[src/rtl/tvfd_pkg.sv]
`timescale 1ns / 1ps
`default_nettype none

package tvfd_pkg;

  // result kinds
  localparam logic [2:0] KIND_SCALAR = 3'd0;
  localparam logic [2:0] KIND_ROWSEP = 3'd1;
  localparam logic [2:0] KIND_PBYTE  = 3'd2;
  localparam logic [2:0] KIND_EMPTY  = 3'd3;
  localparam logic [2:0] KIND_ABORT  = 3'd4;

  // field type codes
  localparam logic [3:0] FT_INT32  = 4'd0;
  localparam logic [3:0] FT_UINT32 = 4'd1;
  localparam logic [3:0] FT_INT64  = 4'd2;
  localparam logic [3:0] FT_UINT64 = 4'd3;
  localparam logic [3:0] FT_DOUBLE = 4'd4;
  localparam logic [3:0] FT_BOOL   = 4'd5;
  localparam logic [3:0] FT_ROWSEP = 4'd6;
  localparam logic [3:0] FT_STRING = 4'd7;
  localparam logic [3:0] FT_BYTES  = 4'd8;

  localparam logic [7:0] SEVEN_MASK = 8'h7F;
  localparam logic [6:0] SEVEN      = 7'd7;

  typedef struct packed {
    logic [2:0]  kind;
    logic [7:0]  field_index;
    logic [3:0]  field_type;
    logic [63:0] value;
    logic [7:0]  payload_byte;
    logic        last_of_run;
  } result_t;

  typedef struct packed {
    logic    push;
    result_t rec;
  } qwr_t;

endpackage

`default_nettype wire

[src/rtl/tvfd_if.sv]
`timescale 1ns / 1ps
`default_nettype none

interface tvfd_byte_if;
  logic       valid;
  logic       ready;
  logic [7:0] data_byte;
  logic       end_of_buffer;

  modport source (output valid, output data_byte, output end_of_buffer, input ready);
  modport sink (input valid, input data_byte, input end_of_buffer, output ready);
endinterface

interface tvfd_result_if;
  logic        valid;
  logic        ready;
  logic [2:0]  kind;
  logic [7:0]  field_index;
  logic [3:0]  field_type;
  logic [63:0] value;
  logic [7:0]  payload_byte;
  logic        last_of_run;

  modport source (output valid, output kind, output field_index, output field_type,
                  output value, output payload_byte, output last_of_run, input ready);
  modport sink (input valid, input kind, input field_index, input field_type,
                input value, input payload_byte, input last_of_run, output ready);
endinterface

`default_nettype wire

[src/rtl/tvfd_front.sv]
`timescale 1ns / 1ps
`default_nettype none

module tvfd_front #(
  parameter int LEN_BITS = 32
) (
  input  wire logic       clk,
  input  wire logic       rst,
  tvfd_byte_if.sink       in_ch,
  input  wire logic       q_full,
  output tvfd_pkg::qwr_t  wr
);
  import tvfd_pkg::*;

  localparam logic [2:0] PH_TAG_IDX  = 3'd0;
  localparam logic [2:0] PH_TAG_TYPE = 3'd1;
  localparam logic [2:0] PH_VARINT   = 3'd2;
  localparam logic [2:0] PH_FIXED    = 3'd3;
  localparam logic [2:0] PH_LEN      = 3'd4;
  localparam logic [2:0] PH_PAYLOAD  = 3'd5;
  localparam logic [2:0] PH_DISCARD  = 3'd6;

  logic [2:0]          phase, phase_next;
  logic [7:0]          fidx, fidx_next;
  logic [3:0]          ftype, ftype_next;
  logic [63:0]         acc, acc_next;
  logic [6:0]          shift_count, shift_count_next;
  logic [2:0]          fixed_cnt, fixed_cnt_next;
  logic [LEN_BITS-1:0] rem, rem_next;

  logic                accept;
  logic                emit;
  result_t             rec;
  logic [7:0]          b;
  logic                eob;
  logic [63:0]         g_acc;
  logic [6:0]          g_shift;
  logic [63:0]         f_acc;
  logic [LEN_BITS-1:0] rem_dec;
  logic                too_long;

  assign in_ch.ready = !q_full;
  assign accept      = in_ch.valid && !q_full;
  assign b           = in_ch.data_byte;
  assign eob         = in_ch.end_of_buffer;

  // seven payload bits of a varint byte; bits beyond 63 fall off
  assign g_acc   = shift_count[6] ? acc
                 : acc | ({56'd0, b & SEVEN_MASK} << shift_count[5:0]);
  assign g_shift = (shift_count < 7'd70) ? shift_count + SEVEN : shift_count;
  assign f_acc   = acc | ({56'd0, b} << {fixed_cnt, 3'b000});
  assign rem_dec = (rem != '0) ? rem - 1'b1 : rem;
  assign too_long = |(g_acc >> LEN_BITS);

  always_comb begin
    phase_next       = phase;
    fidx_next        = fidx;
    ftype_next       = ftype;
    acc_next         = acc;
    shift_count_next = shift_count;
    fixed_cnt_next   = fixed_cnt;
    rem_next         = rem;
    emit             = 1'b0;
    rec              = '0;

    case (phase)
      PH_TAG_IDX: begin
        fidx_next  = b;
        phase_next = PH_TAG_TYPE;
      end
      PH_TAG_TYPE: begin
        phase_next = PH_TAG_IDX;
        if (b <= {4'd0, FT_BYTES}) begin
          ftype_next       = b[3:0];
          acc_next         = '0;
          shift_count_next = '0;
          fixed_cnt_next   = '0;
          case (b[3:0])
            FT_ROWSEP: begin
              emit     = 1'b1;
              rec.kind = KIND_ROWSEP;
            end
            FT_DOUBLE: begin
              if (eob) emit = 1'b1;
              else phase_next = PH_FIXED;
            end
            FT_STRING, FT_BYTES: begin
              if (eob) begin
                emit            = 1'b1;
                rec.kind        = KIND_EMPTY;
                rec.last_of_run = 1'b1;
              end else begin
                phase_next = PH_LEN;
              end
            end
            default: begin
              if (eob) emit = 1'b1;
              else phase_next = PH_VARINT;
            end
          endcase
        end
      end
      PH_VARINT: begin
        if (!b[7] || eob) begin
          emit             = 1'b1;
          rec.value        = g_acc;
          acc_next         = '0;
          shift_count_next = '0;
          fixed_cnt_next   = '0;
          phase_next       = PH_TAG_IDX;
        end else begin
          acc_next         = g_acc;
          shift_count_next = g_shift;
        end
      end
      PH_FIXED: begin
        fixed_cnt_next = fixed_cnt + 1'b1;
        acc_next       = f_acc;
        if (fixed_cnt == 3'd7) begin
          emit           = 1'b1;
          rec.value      = f_acc;
          acc_next       = '0;
          fixed_cnt_next = '0;
          phase_next     = PH_TAG_IDX;
        end else if (eob) begin
          // short double reports zero
          emit           = 1'b1;
          acc_next       = '0;
          fixed_cnt_next = '0;
          phase_next     = PH_TAG_IDX;
        end
      end
      PH_LEN: begin
        if (!b[7] || eob) begin
          acc_next         = '0;
          shift_count_next = '0;
          fixed_cnt_next   = '0;
          phase_next       = PH_TAG_IDX;
          if (g_acc == '0) begin
            emit            = 1'b1;
            rec.kind        = KIND_EMPTY;
            rec.last_of_run = 1'b1;
          end else if (too_long || eob) begin
            // oversized or cut-off length: abort; an oversized one drops bytes until the buffer ends
            emit            = 1'b1;
            rec.kind        = KIND_ABORT;
            rec.last_of_run = 1'b1;
            if (!eob) phase_next = PH_DISCARD;
          end else begin
            rem_next   = g_acc[LEN_BITS-1:0];
            phase_next = PH_PAYLOAD;
          end
        end else begin
          acc_next         = g_acc;
          shift_count_next = g_shift;
        end
      end
      PH_PAYLOAD: begin
        emit             = 1'b1;
        rec.payload_byte = b;
        rem_next         = rem_dec;
        if (rem_dec == '0) begin
          rec.kind        = KIND_PBYTE;
          rec.last_of_run = 1'b1;
          phase_next      = PH_TAG_IDX;
        end else if (eob) begin
          rec.kind        = KIND_ABORT;
          rec.last_of_run = 1'b1;
          rem_next        = '0;
          phase_next      = PH_TAG_IDX;
        end else begin
          rec.kind = KIND_PBYTE;
        end
      end
      PH_DISCARD: begin
        phase_next = PH_DISCARD;
      end
      default: begin
        phase_next = PH_TAG_IDX;
      end
    endcase

    // end of buffer always restarts the parse
    if (eob) begin
      phase_next       = PH_TAG_IDX;
      rem_next         = '0;
      acc_next         = '0;
      shift_count_next = '0;
      fixed_cnt_next   = '0;
    end

    rec.field_index = fidx;
    rec.field_type  = ftype_next;
  end

  assign wr.push = accept && emit;
  assign wr.rec  = rec;

  always_ff @(posedge clk) begin
    if (rst) begin
      phase       <= PH_TAG_IDX;
      fidx        <= '0;
      ftype       <= '0;
      acc         <= '0;
      shift_count <= '0;
      fixed_cnt   <= '0;
      rem         <= '0;
    end else if (accept) begin
      phase       <= phase_next;
      fidx        <= fidx_next;
      ftype       <= ftype_next;
      acc         <= acc_next;
      shift_count <= shift_count_next;
      fixed_cnt   <= fixed_cnt_next;
      rem         <= rem_next;
    end
  end

endmodule

`default_nettype wire

[src/rtl/tvfd_queue.sv]
`timescale 1ns / 1ps
`default_nettype none

module tvfd_queue (
  input  wire logic          clk,
  input  wire logic          rst,
  input  wire tvfd_pkg::qwr_t wr,
  output logic               full,
  output logic               q_valid,
  output tvfd_pkg::result_t  q_rec,
  input  wire logic          pop
);
  import tvfd_pkg::*;

  result_t    entries [2];
  logic       wr_ptr;
  logic       rd_ptr;
  logic [1:0] count;
  logic       do_pop;

  assign full    = (count == 2'd2);
  assign q_valid = (count != 2'd0);
  assign q_rec   = entries[rd_ptr];
  assign do_pop  = pop && q_valid;

  always_ff @(posedge clk) begin
    if (wr.push) entries[wr_ptr] <= wr.rec;
  end

  always_ff @(posedge clk) begin
    if (rst) begin
      wr_ptr <= 1'b0;
      rd_ptr <= 1'b0;
      count  <= 2'd0;
    end else begin
      if (wr.push) wr_ptr <= !wr_ptr;
      if (do_pop) rd_ptr <= !rd_ptr;
      case ({wr.push, do_pop})
        2'b10:   count <= count + 2'd1;
        2'b01:   count <= count - 2'd1;
        default: count <= count;
      endcase
    end
  end

endmodule

`default_nettype wire

[src/rtl/tvfd_back.sv]
`timescale 1ns / 1ps
`default_nettype none

module tvfd_back (
  input  wire logic              clk,
  input  wire logic              rst,
  input  wire logic              q_valid,
  input  wire tvfd_pkg::result_t q_rec,
  output logic                   pop,
  tvfd_result_if.source          out_ch
);
  import tvfd_pkg::*;

  result_t     out_rec;
  result_t     fin_rec;
  logic        out_valid;
  logic        load;
  logic [63:0] fin;
  logic [63:0] a;
  logic [31:0] z32;

  assign a   = q_rec.value;
  assign z32 = (a[31:0] >> 1) ^ {32{a[0]}};

  // zigzag for signed types, cut for 32-bit types, collapse for bool
  always_comb begin
    case (q_rec.field_type)
      FT_INT32:  fin = {{32{z32[31]}}, z32};
      FT_UINT32: fin = {32'd0, a[31:0]};
      FT_INT64:  fin = (a >> 1) ^ {64{a[0]}};
      FT_BOOL:   fin = {63'd0, |a};
      default:   fin = a;
    endcase
    fin_rec       = q_rec;
    fin_rec.value = fin;
  end

  assign load = !out_valid || out_ch.ready;
  assign pop  = load && q_valid;

  always_ff @(posedge clk) begin
    if (rst) begin
      out_valid <= 1'b0;
    end else if (load) begin
      out_valid <= q_valid;
    end
  end

  always_ff @(posedge clk) begin
    if (pop) begin
      out_rec <= fin_rec;
    end
  end

  assign out_ch.valid        = out_valid;
  assign out_ch.kind         = out_rec.kind;
  assign out_ch.field_index  = out_rec.field_index;
  assign out_ch.field_type   = out_rec.field_type;
  assign out_ch.value        = out_rec.value;
  assign out_ch.payload_byte = out_rec.payload_byte;
  assign out_ch.last_of_run  = out_rec.last_of_run;

endmodule

`default_nettype wire

[src/rtl/tagged_varint_field_decoder.sv]
// Path: a result passes through the two-entry result queue and then the output register to out_ch.
// Throughput: one byte per cycle; the parser takes a byte whenever the two-entry
// result queue has room, so only a stalled output slows the input side.
// Reset: synchronous rst returns the parser to the tag index byte and empties the
// queue and the output register.
`timescale 1ns / 1ps
`default_nettype none

module tagged_varint_field_decoder #(
  parameter int LEN_BITS = 32
) (
  input  wire logic     clk,
  input  wire logic     rst,
  tvfd_byte_if.sink     in_ch,
  tvfd_result_if.source out_ch
);
  import tvfd_pkg::*;

  qwr_t    wr;
  logic    q_full;
  logic    q_valid;
  result_t q_rec;
  logic    pop;

  tvfd_front #(.LEN_BITS(LEN_BITS)) u_front (
    .clk    (clk),
    .rst    (rst),
    .in_ch  (in_ch),
    .q_full (q_full),
    .wr     (wr)
  );

  tvfd_queue u_queue (
    .clk     (clk),
    .rst     (rst),
    .wr      (wr),
    .full    (q_full),
    .q_valid (q_valid),
    .q_rec   (q_rec),
    .pop     (pop)
  );

  tvfd_back u_back (
    .clk     (clk),
    .rst     (rst),
    .q_valid (q_valid),
    .q_rec   (q_rec),
    .pop     (pop),
    .out_ch  (out_ch)
  );

endmodule

`default_nettype wire

[src/flat_wrapper.sv]
// flat-port wrapper written by rule: the top's interface ports become plain ports
module tagged_varint_field_decoder_flat import tvfd_pkg::*;
#(
  parameter int LEN_BITS = 32
)
  (clk, rst, in_ch_valid, in_ch_data_byte, in_ch_end_of_buffer, in_ch_ready, out_ch_valid, out_ch_kind, out_ch_field_index, out_ch_field_type, out_ch_value, out_ch_payload_byte, out_ch_last_of_run, out_ch_ready);
  tvfd_byte_if in_ch_i ();
  tvfd_result_if out_ch_i ();
  input  wire logic clk;
  input  wire logic rst;
  input wire logic [$bits(in_ch_i.valid)-1:0] in_ch_valid;
  input wire logic [$bits(in_ch_i.data_byte)-1:0] in_ch_data_byte;
  input wire logic [$bits(in_ch_i.end_of_buffer)-1:0] in_ch_end_of_buffer;
  output wire logic [$bits(in_ch_i.ready)-1:0] in_ch_ready;
  output wire logic [$bits(out_ch_i.valid)-1:0] out_ch_valid;
  output wire logic [$bits(out_ch_i.kind)-1:0] out_ch_kind;
  output wire logic [$bits(out_ch_i.field_index)-1:0] out_ch_field_index;
  output wire logic [$bits(out_ch_i.field_type)-1:0] out_ch_field_type;
  output wire logic [$bits(out_ch_i.value)-1:0] out_ch_value;
  output wire logic [$bits(out_ch_i.payload_byte)-1:0] out_ch_payload_byte;
  output wire logic [$bits(out_ch_i.last_of_run)-1:0] out_ch_last_of_run;
  input wire logic [$bits(out_ch_i.ready)-1:0] out_ch_ready;
  assign in_ch_i.valid = in_ch_valid;
  assign in_ch_i.data_byte = in_ch_data_byte;
  assign in_ch_i.end_of_buffer = in_ch_end_of_buffer;
  assign in_ch_ready = in_ch_i.ready;
  assign out_ch_valid = out_ch_i.valid;
  assign out_ch_kind = out_ch_i.kind;
  assign out_ch_field_index = out_ch_i.field_index;
  assign out_ch_field_type = out_ch_i.field_type;
  assign out_ch_value = out_ch_i.value;
  assign out_ch_payload_byte = out_ch_i.payload_byte;
  assign out_ch_last_of_run = out_ch_i.last_of_run;
  assign out_ch_i.ready = out_ch_ready;
  tagged_varint_field_decoder #(.LEN_BITS(LEN_BITS)) u_core (.clk(clk), .rst(rst), .in_ch(in_ch_i), .out_ch(out_ch_i));
endmodule
[config.mk]
export PLATFORM = sky130hd
export DESIGN_NAME = tagged_varint_field_decoder_flat
export DESIGN_NICKNAME = d
export VERILOG_FILES = /design/src/rtl/tvfd_pkg.sv /design/src/rtl/tvfd_if.sv /design/src/rtl/tvfd_front.sv /design/src/rtl/tvfd_queue.sv /design/src/rtl/tvfd_back.sv /design/src/rtl/tagged_varint_field_decoder.sv /design/src/flat_wrapper.sv
export SDC_FILE = /design/constraint.sdc
export NUM_CORES = 1
export LEC_CHECK = 0
export BUFFER_PORTS_ARGS = -buffer_cell sky130_fd_sc_hd__buf_2
export CORE_ASPECT_RATIO = 1.4
export CORE_MARGIN = 2
export CORE_UTILIZATION = 55
export CTS_CLUSTER_DIAMETER = 100
export DETAILED_ROUTE_END_ITERATION = 8
export MAX_ROUTING_LAYER = met4
export PLACE_DENSITY_LB_ADDON = 0.2
export RECOVER_POWER = 100
export SKIP_LAST_GASP = 1
export SYNTH_ARGS = -nofsm -noshare
export SYNTH_HDL_FRONTEND = slang
export SYNTH_SLANG_ARGS = --single-unit
[constraint.sdc]
create_clock -name clk -period 9 [get_ports clk]
set_input_delay 1.8 -clock clk [delete_from_list [all_inputs] [get_ports clk]]
set_output_delay 1.8 -clock clk [all_outputs]
set_load 0.01 [all_outputs]
After elaboration in Yosys (flattened, before gate mapping)
Memory sizes are Yosys's and may differ from the RTL's. A register that Yosys moved wholly into a read port is not among the register bits.
Index checks and enable logic that the tools add are counted.
{"block": "word_totals", "reg_bits": 214, "latch_bits": 0, "ramBits": 176, "romBits": 0, "input_bits": 13, "word_cells": 154, "memories": 1}
{"memory": "u_core.u_queue.entries", "words": 2, "width": 88, "read_ports": 1, "rd_clocked_by_memory_dff": 1, "write_ports": 1, "line": "tvfd_queue.sv:15", "source": "result_t entries [2];"}
{"block": "classes", "add_sub_neg": 5, "n_mul": 0, "div": 0, "magnitude_cmp": 2, "n_eq_ne": 26, "shifts": 2, "mux": 65, "bitwise": 4, "n_reduce_logical": 32}
{"cell": "$mux W64", "count": 7}
{"cell": "$pmux W64 S4", "count": 1}
{"cell": "$pmux W64 S3", "count": 1}
{"cell": "$mux W32", "count": 5}
{"cell": "$or A64 B64 Y64", "count": 2}
{"cell": "$pmux W64 S2", "count": 1}
{"cell": "$logic_not A64 Y1", "count": 1}
{"cell": "$pmux W32 S2", "count": 1}
{"cell": "$reduce_or A64 Y1", "count": 1}
{"cell": "$shl A7 B6 Y64", "count": 1}
{"cell": "$shl A8 B6 Y64", "count": 1}
{"cell": "$xor A63 B64 Y64", "count": 1}
{"cell": "$mux W3", "count": 15}
{"cell": "$logic_not A32 Y1", "count": 1}
{"cell": "$reduce_bool A32 Y1", "count": 1}
{"cell": "$reduce_or A32 Y1", "count": 1}
{"cell": "$sub A32 B1 Y32 const B", "count": 1}
{"cell": "$xor A31 B32 Y32", "count": 1}
{"cell": "$mux W7", "count": 4}
{"cell": "$pmux W3 S3", "count": 3}
{"cell": "$ne A3 B3 Y1 const B", "count": 7}
{"cell": "$pmux W3 S7", "count": 1}
{"cell": "$eq A4 B3 Y1 const B", "count": 4}
{"cell": "$mux W1", "count": 15}
{"cell": "36 further kinds", "count": 59}

Depth between registers and ports, before layout
Gate-level depths: netlist of the first run.
{"block": "depth", "ltp_word": 12, "depth_mapped": 16}

Modules after synthesis
A second synthesis of the first run with hierarchy kept.
{"block": "unflattened", "hier_cells": 1947, "hier_area_um2": 20608.5}
{"mod": "tvfd_front", "n_inst": 1, "cells_each": 1343, "area_each_um2": 9676.8, "seq_area_each_um2": 2422.3}
{"mod": "tvfd_queue", "n_inst": 1, "cells_each": 297, "area_each_um2": 6560.0, "seq_area_each_um2": 5385.2}
{"mod": "tvfd_back", "n_inst": 1, "cells_each": 307, "area_each_um2": 4371.7, "seq_area_each_um2": 2662.6}

Worst setup path after synthesis of the first run
OpenSTA, ideal clock, no wires.
{"block": "synth_timing", "path_type": "input-to-reg", "start": "input port in_ch_data_byte[3]", "end": "memory u_core.u_queue.entries[0][0] in the netlist's numbering (enable)", "t_arrival_ps": 7975, "required_ps": 8464, "setup_slack_ps": 490, "stages": 11, "n_path_buf": 1, "cell_sequence": "clkbuf_1 mux2_2 a222oi_1 mux2i_1 a21oi_1 o31ai_1 nor4_2 nand3_1 a31oi_1 o221ai_2 nor2_1"}
{"block": "synth_between", "elab_chain_cells": 12}
{"element": "start, declared", "line": "flat_wrapper.sv:12", "source": "input wire logic [$bits(in_ch_i.data_byte)-1:0] in_ch_data_byte;"}
{"element": "$shl A7 B6 Y64", "line": "tvfd_front.sv:49", "source": ": acc | ({56'd0, b & SEVEN_MASK} << shift_count[5:0]);"}
{"element": "$or A64 B64 Y64", "line": "tvfd_front.sv:49"}
{"element": "$mux W64", "line": "tvfd_front.sv:48", "source": "assign g_acc = shift_count[6] ? acc"}
{"element": "$reduce_or A32 Y1", "line": "tvfd_front.sv:53", "source": "assign too_long = |(g_acc >> LEN_BITS);"}
{"element": "$logic_or A1 B1 Y1", "line": "tvfd_front.sv:143", "source": "end else if (too_long || eob) begin"}
{"element": "$mux W1", "line": "tvfd_front.sv:143"}
{"element": "$mux W1", "line": "tvfd_front.sv:139", "source": "if (g_acc == '0) begin"}
{"element": "$mux W1", "line": "tvfd_front.sv:134", "source": "if (!b[7] || eob) begin"}
{"element": "$pmux W1 S5 (*)", "line": "tvfd_front.sv:66", "source": "case (phase)"}
{"element": "$logic_and A1 B1 Y1 (*)", "line": "tvfd_front.sv:196", "source": "assign wr.push = accept && emit;"}
{"element": "$mux W1 (*)", "line": "tvfd_queue.sv:27", "source": "if (wr.push) entries[wr_ptr] <= wr.rec;"}
{"element": "$mux W1 (implied by the code) (*)", "line": "tvfd_queue.sv:27"}
{"element": "end, declared", "line": "tvfd_queue.sv:15"}
Mark *: on every way between the ends. The rest lies on a longest branch, timed or not.

Worst setup path after layout of the first run
{"block": "layout_timing", "start": "input port in_ch_data_byte[5]", "end": "register u_core.u_front.rem[15]"}
{"block": "layout_between", "elab_chain_cells": 8}
{"element": "$shl A7 B6 Y64 (*)", "line": "tvfd_front.sv:49"}
{"element": "$or A64 B64 Y64 (*)", "line": "tvfd_front.sv:49"}
{"element": "$mux W64 (*)", "line": "tvfd_front.sv:48"}
{"element": "branches (longest 5 deep; another with $reduce_or A32 Y1)"}
{"element": "end signal, assigned", "line": "tvfd_front.sv:215", "source": "rem <= rem_next;"}
{"element": "end, declared", "line": "tvfd_front.sv:29", "source": "logic [LEN_BITS-1:0] rem, rem_next;"}
Every way passes the cells marked *. The select of a mux whose other input is x is not followed.
A chain may end at the register's enable or synchronous reset.

==> results.yml, run 1 <==
setup_path:
  r2r-end: "u_core.u_front.rem[15]"
  crit_type: "input port to flop"
  crit_fanout: 25
  worst_setup_path_start_kind: "input port"
  worstReg2RegStart: "u_core.u_front.shift_count[1]"
  reg2reg_depth: 12
  worstSetupEndpointType: "flop"
  crit_required_ps: 9440
  rrSetupSlack_ps: 2810
  arrival_ps: 8030
global_route:
  grt_usage_pct: 36.1
  grt_pass1_vias: 15900
  grt_max_degree: 92
  antenna_found_initial: 6
  grt_overflow: 0
  grt_pass1_wl_um: 99000
finish:
  regArea_sq_um: 10500
  drive_gt1_share_pct: 7.17
  multi_input_area_sq_um: 8860
  num-nets-final: 1986
  final_util_pct: 61.3
  fillers: 2943
  stdcell_count: 2461
  area_delta_synth_final_pct: 9.68
timing:
  slew_violations: 354
  finalSetupViolations: 0
  fin_skew_ps: 28.0
  fmax_mhz: 132
  worst_pin_slew_ps: 3930
  period_share_pct: 84.3
  hold_viol: 0
  tns_ps: 0
  grt_setup_unrepaired: "no"
  slew_headroom_pct: -162
  fin_crit_ps: 7590
floorplanning:
  die_h_um: 230
  io_pins: 103
  coreArea_sq_um: 35800
  die_width_um: 165
  die-area_sq_um: 37900
  fp-row-count: 82
  start_util_pct: 55.9
synth:
  synth_edf_count: 264
  async_flop_share_pct: 0
  synth_cells: 1941
  synth_nets: 1962
  synth.area.top_cells: "edfxtp_1 (40%), dfxtp_1 (13%), o22ai_1 (5.5%)"
  yosysTopAreaCell: "edfxtp_1"
  synth-seq-cells: 391
  synthesis.area_sq_um: 20000
  synth.most_common_cell: "edfxtp_1"
  avgSynthCellArea_sq_um: 10.3
  synthFlopType: "edfxtp_1"
  seq_area_frac_synth_pct: 52.3
  ys_warn_count: 0
  synth_cell_types: 78
  synth_commonest_cells: "edfxtp_1 (264), nor2_1 (193), o22ai_1 (175)"
  synth_top_area_share_pct: 39.6
clock_network:
  cts_tree: "done"
  clk_latency_ps: 550
  clock_sinks: 391
  cts_root_buf: "clkbuf_16"
  postCtsSetupBuffers: 0
  cts_buffer_depth: 3
  htree_levels: 2
  cts_buffers: 38
  clk_pin_slew_ps: 70
  holdBufCountCts: 0
  cts_resized: 0
routing:
  drtAntennaViolNets: 0
  routed_wl_um: 66800
  wl_per_cell_um: 27.2
  vias_per_cell: 6.74
  met1_length_um: 24700
  drc: 0
  highest_layer: "met4"
  dr.pass1.iters: 7
  vias: 16600
  drt-initial-drc-count: 2087
  met3WireLength_um: 4620
  wl_met2_um: 32300
run_status:
  status: "finished with violations"
  violations: "max-capacitance violations, max-slew violations"
pwr:
  vdd_drop_max_v: 0.000177
  power_density_nw_per_um2: 172
  p_leak_nw: 7.18
  total_power_mw: 3.77
placement:
  gp_congestion: 0.988
  io_buffers: 102
  place_hpwl_um: 46700
  dp.cells: 2387
min_path:
  holdPathEnd: "u_core.u_front.shift_count[0]"
  hold_depth: 2
  hp-class: "flop to flop"
  hp-start: "u_core.u_front.shift_count[0]"
flow_run:
  cap_violations: 9
## kinds of logic (layout without fill, tap and decap cells)
| family | count (synthesis) | in the layout | synth area share (%) |
|---|---|---|---|
| xor gates and xnor gates | 93 | 93 | 4.07 |
| other | 0 | 5 | 0 |
| buffers and inverters | 183 | 236 | 3.54 |
| adders and majority gates | 8 | 8 | 0.500 |
| DFF | 391 | 391 | 52.3 |
| AOI/OAI and AO/OA | 534 | 534 | 17.4 |
| and+or+nand+nor | 598 | 598 | 15.1 |
| muxes | 134 | 134 | 7.08 |
## per-layer routing
metal / up-vias / track usage, %
li1: 7436 / -
met1: 8012 / 42.3
met2: 901 / 57.9
met3: 235 / 5.03
met4: 0 / 23.4
met5: - / -
## worst max-delay path by stage
stage	from	endpoint	slack, ps	cells after the start
floorplan	in_ch_data_byte[3]	u_core.u_queue.entries[0][0]	490	11
global placement	in_ch_data_byte[3]	u_core.u_queue.entries[1][21]	2130	12
detailed placement	in_ch_data_byte[3]	u_core.u_queue.entries[1][21]	1980	12
CTS	in_ch_data_byte[3]	u_core.u_queue.entries[1][22]	2540	12
global route	in_ch_data_byte[5]	u_core.u_front.rem[23]	1120	12
finish	in_ch_data_byte[5]	u_core.u_front.rem[15]	1410	12
## power by group
group          leakage, nW  internal, mW  switching, mW  total [mW]
Sequential            3.53          1.91        0.00988        1.92
Combinational         3.04        0.0706          0.168       0.239
Clock                0.610         0.914          0.698        1.61
## layout by cell type, fill, tap and decap left out, types with 28 or more instances in the layout
| master | n |
|---|---|
| o22ai_1 | 175 |
| clkbuf_1 | 109 |
| xor2_1 | 46 |
| edfxtp_1 | 264 |
| o21ai_0 | 33 |
| clkbuf_16 | 40 |
| nor2_1 | 192 |
| mux2i_1 | 95 |
| a22oi_1 | 63 |
| a21oi_1 | 138 |
| nand4_1 | 41 |
| buf_4 | 28 |
| nand3_1 | 36 |
| nand2_1 | 113 |
| xnor2_1 | 47 |
| and2_0 | 69 |
| dfxtp_1 | 127 |
## sequential cells by signal, indices dropped and copies added, names as in the netlist, named ones only
| name | count |
|---|---|
| u_core.u_front.fixed_cnt | 3 |
| u_core.u_front.fidx | 8 |
| u_core.u_queue.wr_ptr | 1 |
| u_core.u_queue.count | 2 |
| u_core.u_front.rem | 32 |
| u_core.u_queue.entries | 176 |
| u_core.u_back.out_ch.last_of_run | 1 |
| u_core.u_back.out_ch.kind | 3 |
| u_core.u_front.shift_count | 7 |
| u_core.u_back.out_ch.field_index | 8 |
| u_core.u_front.phase | 3 |
| u_core.u_front.acc | 64 |
| u_core.u_queue.rd_ptr | 1 |
| u_core.u_front.ftype | 4 |
| u_core.u_back.out_ch.valid | 1 |
| u_core.u_back.out_ch.value | 64 |
| u_core.u_back.out_ch.payload_byte | 8 |
| u_core.u_back.out_ch.field_type | 4 |
## area by class of cell
| cell class | count | share of cell area (%) |
|---|---|---|
| sequential | 391 | 47.7 |
| multi-input combinational | 1367 | 40.4 |
| clock buffer | 51 | 4.93 |
| timing repair buffer | 142 | 3.11 |
| tap | 462 | 2.63 |
| clock inverter | 18 | 0.787 |
| inverter | 25 | 0.427 |
| antenna | 5 | 0.0570 |
## critical path, stage by stage
cell      delay (ps)
clkbuf_1         540
mux2_1           570
a222oi_1         750
mux2i_1          560
a21oi_1          470
o31ai_1          130
nor4_1           470
nand3_1          330
a311oi_1        1250
nor2_1           470
buf_4            410
a41o_1           260
## through the flow
| step | setup slack, ps | instance area [sq um] | hold slack, ps |
|---|---|---|---|
| 2_1_floorplan | 490 | 20000 | 425 |
| 3_3_place_gp | 2130 | 20900 | 437 |
| 3_5_place_dp | 1980 | 20900 | 445 |
| 4_1_cts | 2540 | 22200 | 459 |
| 5_1_grt | 1120 | 22000 | 476 |
| 6_report | 1410 | 22000 | 460 |
(Power assumes the default switching activity.)
==> run 2: changes to the inputs <==
--- a/config.mk
+++ b/config.mk
@@ -5,6 +5,7 @@
 export SDC_FILE = /design/constraint.sdc
 export NUM_CORES = 1
 export LEC_CHECK = 0
+export ABC_AREA = 1
 export BUFFER_PORTS_ARGS = -buffer_cell sky130_fd_sc_hd__buf_2
 export CORE_ASPECT_RATIO = 1.4
 export CORE_MARGIN = 2
==> constraint.sdc (replaced) <==
create_clock -name clk -period 6.8 [get_ports clk]
set_input_delay 1.36 -clock clk [delete_from_list [all_inputs] [get_ports clk]]
set_output_delay 1.36 -clock clk [all_outputs]
set_load 0.01 [all_outputs]
==> run 2 against run 1 <==
Effect of this change:
- the run still ends with max-capacitance violations, max-slew violations left
- hold slack gained 2.6 ps
- sequential power up 56%
- core utilization decreased by 0.90 points
- clock skew shrank 10 ps
- largest power group unchanged
==> results.yml, run 2 <==
setup_path:
  cp_num_buf_inv: 5
  rrSetupSlack_ps: 1660
  crit_required_ps: 6920
  path_delay_family: "buffers and inverters"
  path_cells: "clkbuf_1 -> inv_1 -> nand2_1 -> nand3_1 -> nand2_1 -> nand4_1 -> nand2_1 -> inv_1 -> nand2_1 -> nor2_1 -> nand2_1 -> nor2_1 -> nand2_1 -> nor2_1 -> nand2_1 -> nand3_1 -> nand2_1 -> nand2_1 -> nand3_1 -> clkinvlp_2 -> clkbuf_2"
  arrival_ps: 5510
  crit_fanout: 88
  crit_type: "input port to flop"
  slowest_stage: "clkbuf_2"
  crit_top_cell: "nand2_1"
  worstSetupEndpointType: "flop"
  slowest_delay_ps: 1600
  worst_setup_path_start_kind: "input port"
clock_network:
  htree_levels: 2
  cts_root_buf: "clkbuf_16"
  clk_pin_slew_ps: 70
  cts_buffers: 39
  clock_sinks: 391
  postCtsSetupBuffers: 0
  cts_buffer_depth: 3
  clk_latency_ps: 550
  cts_tree: "done"
  holdBufCountCts: 0
  cts_resized: 0
pwr:
  pwr-share-seq_pct: 41.7
  clkPwrFrac_pct: 30.8
  vdd_drop_max_v: 0.000218
  internal_power_mw: 4.72
  total_power_mw: 7.18
  netSwitchingPower_mw: 2.46
  p_leak_nw: 8.89
  comb_power_share_pct: 27.4
  power_density_nw_per_um2: 310
  p_sw_share_pct: 34.2
finish:
  final_util_pct: 60.4
  final_area_sq_um: 23100
  mostFrequentLayoutCell: "nand2_1"
  layout_common_cells: "nand2_1 (799), a21oi_1 (291), edfxtp_1 (264)"
  stdcell_count: 3263
  fillers: 3535
  num-nets-final: 2774
  regMostFlops: "u_core.u_queue.entries"
  largest_reg_flops: 176
  drive_gt1_share_pct: 5.21
  area_delta_synth_final_pct: 8.53
global_route:
  grt_pass1_vias: 17900
  grt_overflow: 0
  grt_max_degree: 89
  grt_pass1_wl_um: 107000
  grt_usage_pct: 36.2
  antenna_found_initial: 1
synth:
  synth_commonest_cells: "nand2_1 (799), a21oi_1 (291), edfxtp_1 (264)"
  synth_edf_count: 264
  synth-seq-cells: 391
  avgSynthCellArea_sq_um: 7.76
  synth_cells: 2745
  seq_area_frac_synth_pct: 49.1
  synth_cell_types: 49
  synth_top_area_share_pct: 37.2
  synthesis.area_sq_um: 21300
  ys_warn_count: 0
  yosysTopAreaCell: "edfxtp_1"
  synthFlopType: "edfxtp_1"
  synth.area.top_cells: "edfxtp_1 (37%), nand2_1 (14%), dfxtp_1 (12%)"
  synth_nets: 2766
  async_flop_share_pct: 0
  synth.most_common_cell: "nand2_1"
placement:
  dpl_cell_area_sq_um: 22000
  gp_congestion: 1.09
  place_ws_ps: 1750
  io_buffers: 102
  place_hpwl_um: 51200
  dp.cells: 3190
routing:
  highest_layer: "met4"
  wl_met2_um: 32900
  met1_length_um: 28100
  drt-initial-drc-count: 2460
  vias: 19600
  routed_wl_um: 71800
  vias_per_cell: 6.02
  drtAntennaViolNets: 0
  dr.pass1.iters: 6
  drc: 0
  wl_per_cell_um: 22.0
  met3WireLength_um: 5120
timing:
  grt_setup_unrepaired: "no"
  setup_ws_ps: 1400
  fin_skew_ps: 17.7
  finalSetupViolations: 0
  worst_pin_slew_ps: 3160
  tns_ps: 0
  holdWs_ps: 463
  fmax_mhz: 185
  fin_crit_ps: 5400
  hold_viol: 0
  slew_headroom_pct: -110
  period_share_pct: 79.3
  slew_violations: 470
floorplanning:
  die_width_um: 170
  coreArea_sq_um: 38300
  die_h_um: 237
  io_pins: 103
  die-area_sq_um: 40400
  start_util_pct: 55.7
  fp-row-count: 85
run_status:
  status: "finished with violations"
  violations: "max-capacitance violations, max-slew violations"
min_path:
  hp-class: "flop to flop"
flow_run:
  cap_violations: 8
run 2: logic make-up (layout without fill, tap and decap cells):
family          after synthesis  in the layout  synth area share [%]
fa+ha+maj                     8              8                 0.470
simple gates               1364           1364                  26.9
other cells                   0              1                     0
buf+inv                     386            425                  7.25
flops                       391            391                  49.1
mux                          17             17                 0.799
xor+xnor                     33             33                  1.36
compound gates              546            546                  14.1
run 2: layout make-up:
type	instances	area, sq um	area share (%)
multi-input cells	1968	9320	40.3
well taps	478	598	2.59
diodes	1	2.50	0.0108
inverters	220	827	3.58
flip-flops and latches	391	10500	45.3
clock inverters	21	234	1.01
clock buffers	51	1070	4.64
repair buffers	133	599	2.59
run 2: worst paths after layout:
path	startpoint	endpoint	cells past startpoint
max	in_ch_data_byte[3]	u_core.u_queue.entries[1][63]	21
min	u_core.u_queue.rd_ptr	u_core.u_queue.rd_ptr	1
min reg2reg	u_core.u_queue.rd_ptr	u_core.u_queue.rd_ptr	1
max reg2reg	u_core.u_front.shift_count[4]	u_core.u_queue.entries[1][63]	15
run 2: metal layers:
metal / global-route usage [%] / vias up
li1: - / 9263
met1: 44.6 / 9162
met2: 55.5 / 942
met5: - / -
met4: 24.0 / 0
met3: 5.06 / 265
run 2: power by group through the flow:
stage	combinational [mW]	sequential [mW]	clock, mW
after global routing	2.17	3.02	2.32
final	1.97	2.99	2.21
after floorplan	1.31	3.12	0
after global placement	1.96	3.02	0
after detailed placement	1.99	3.03	0
after CTS	2.00	2.98	2.24
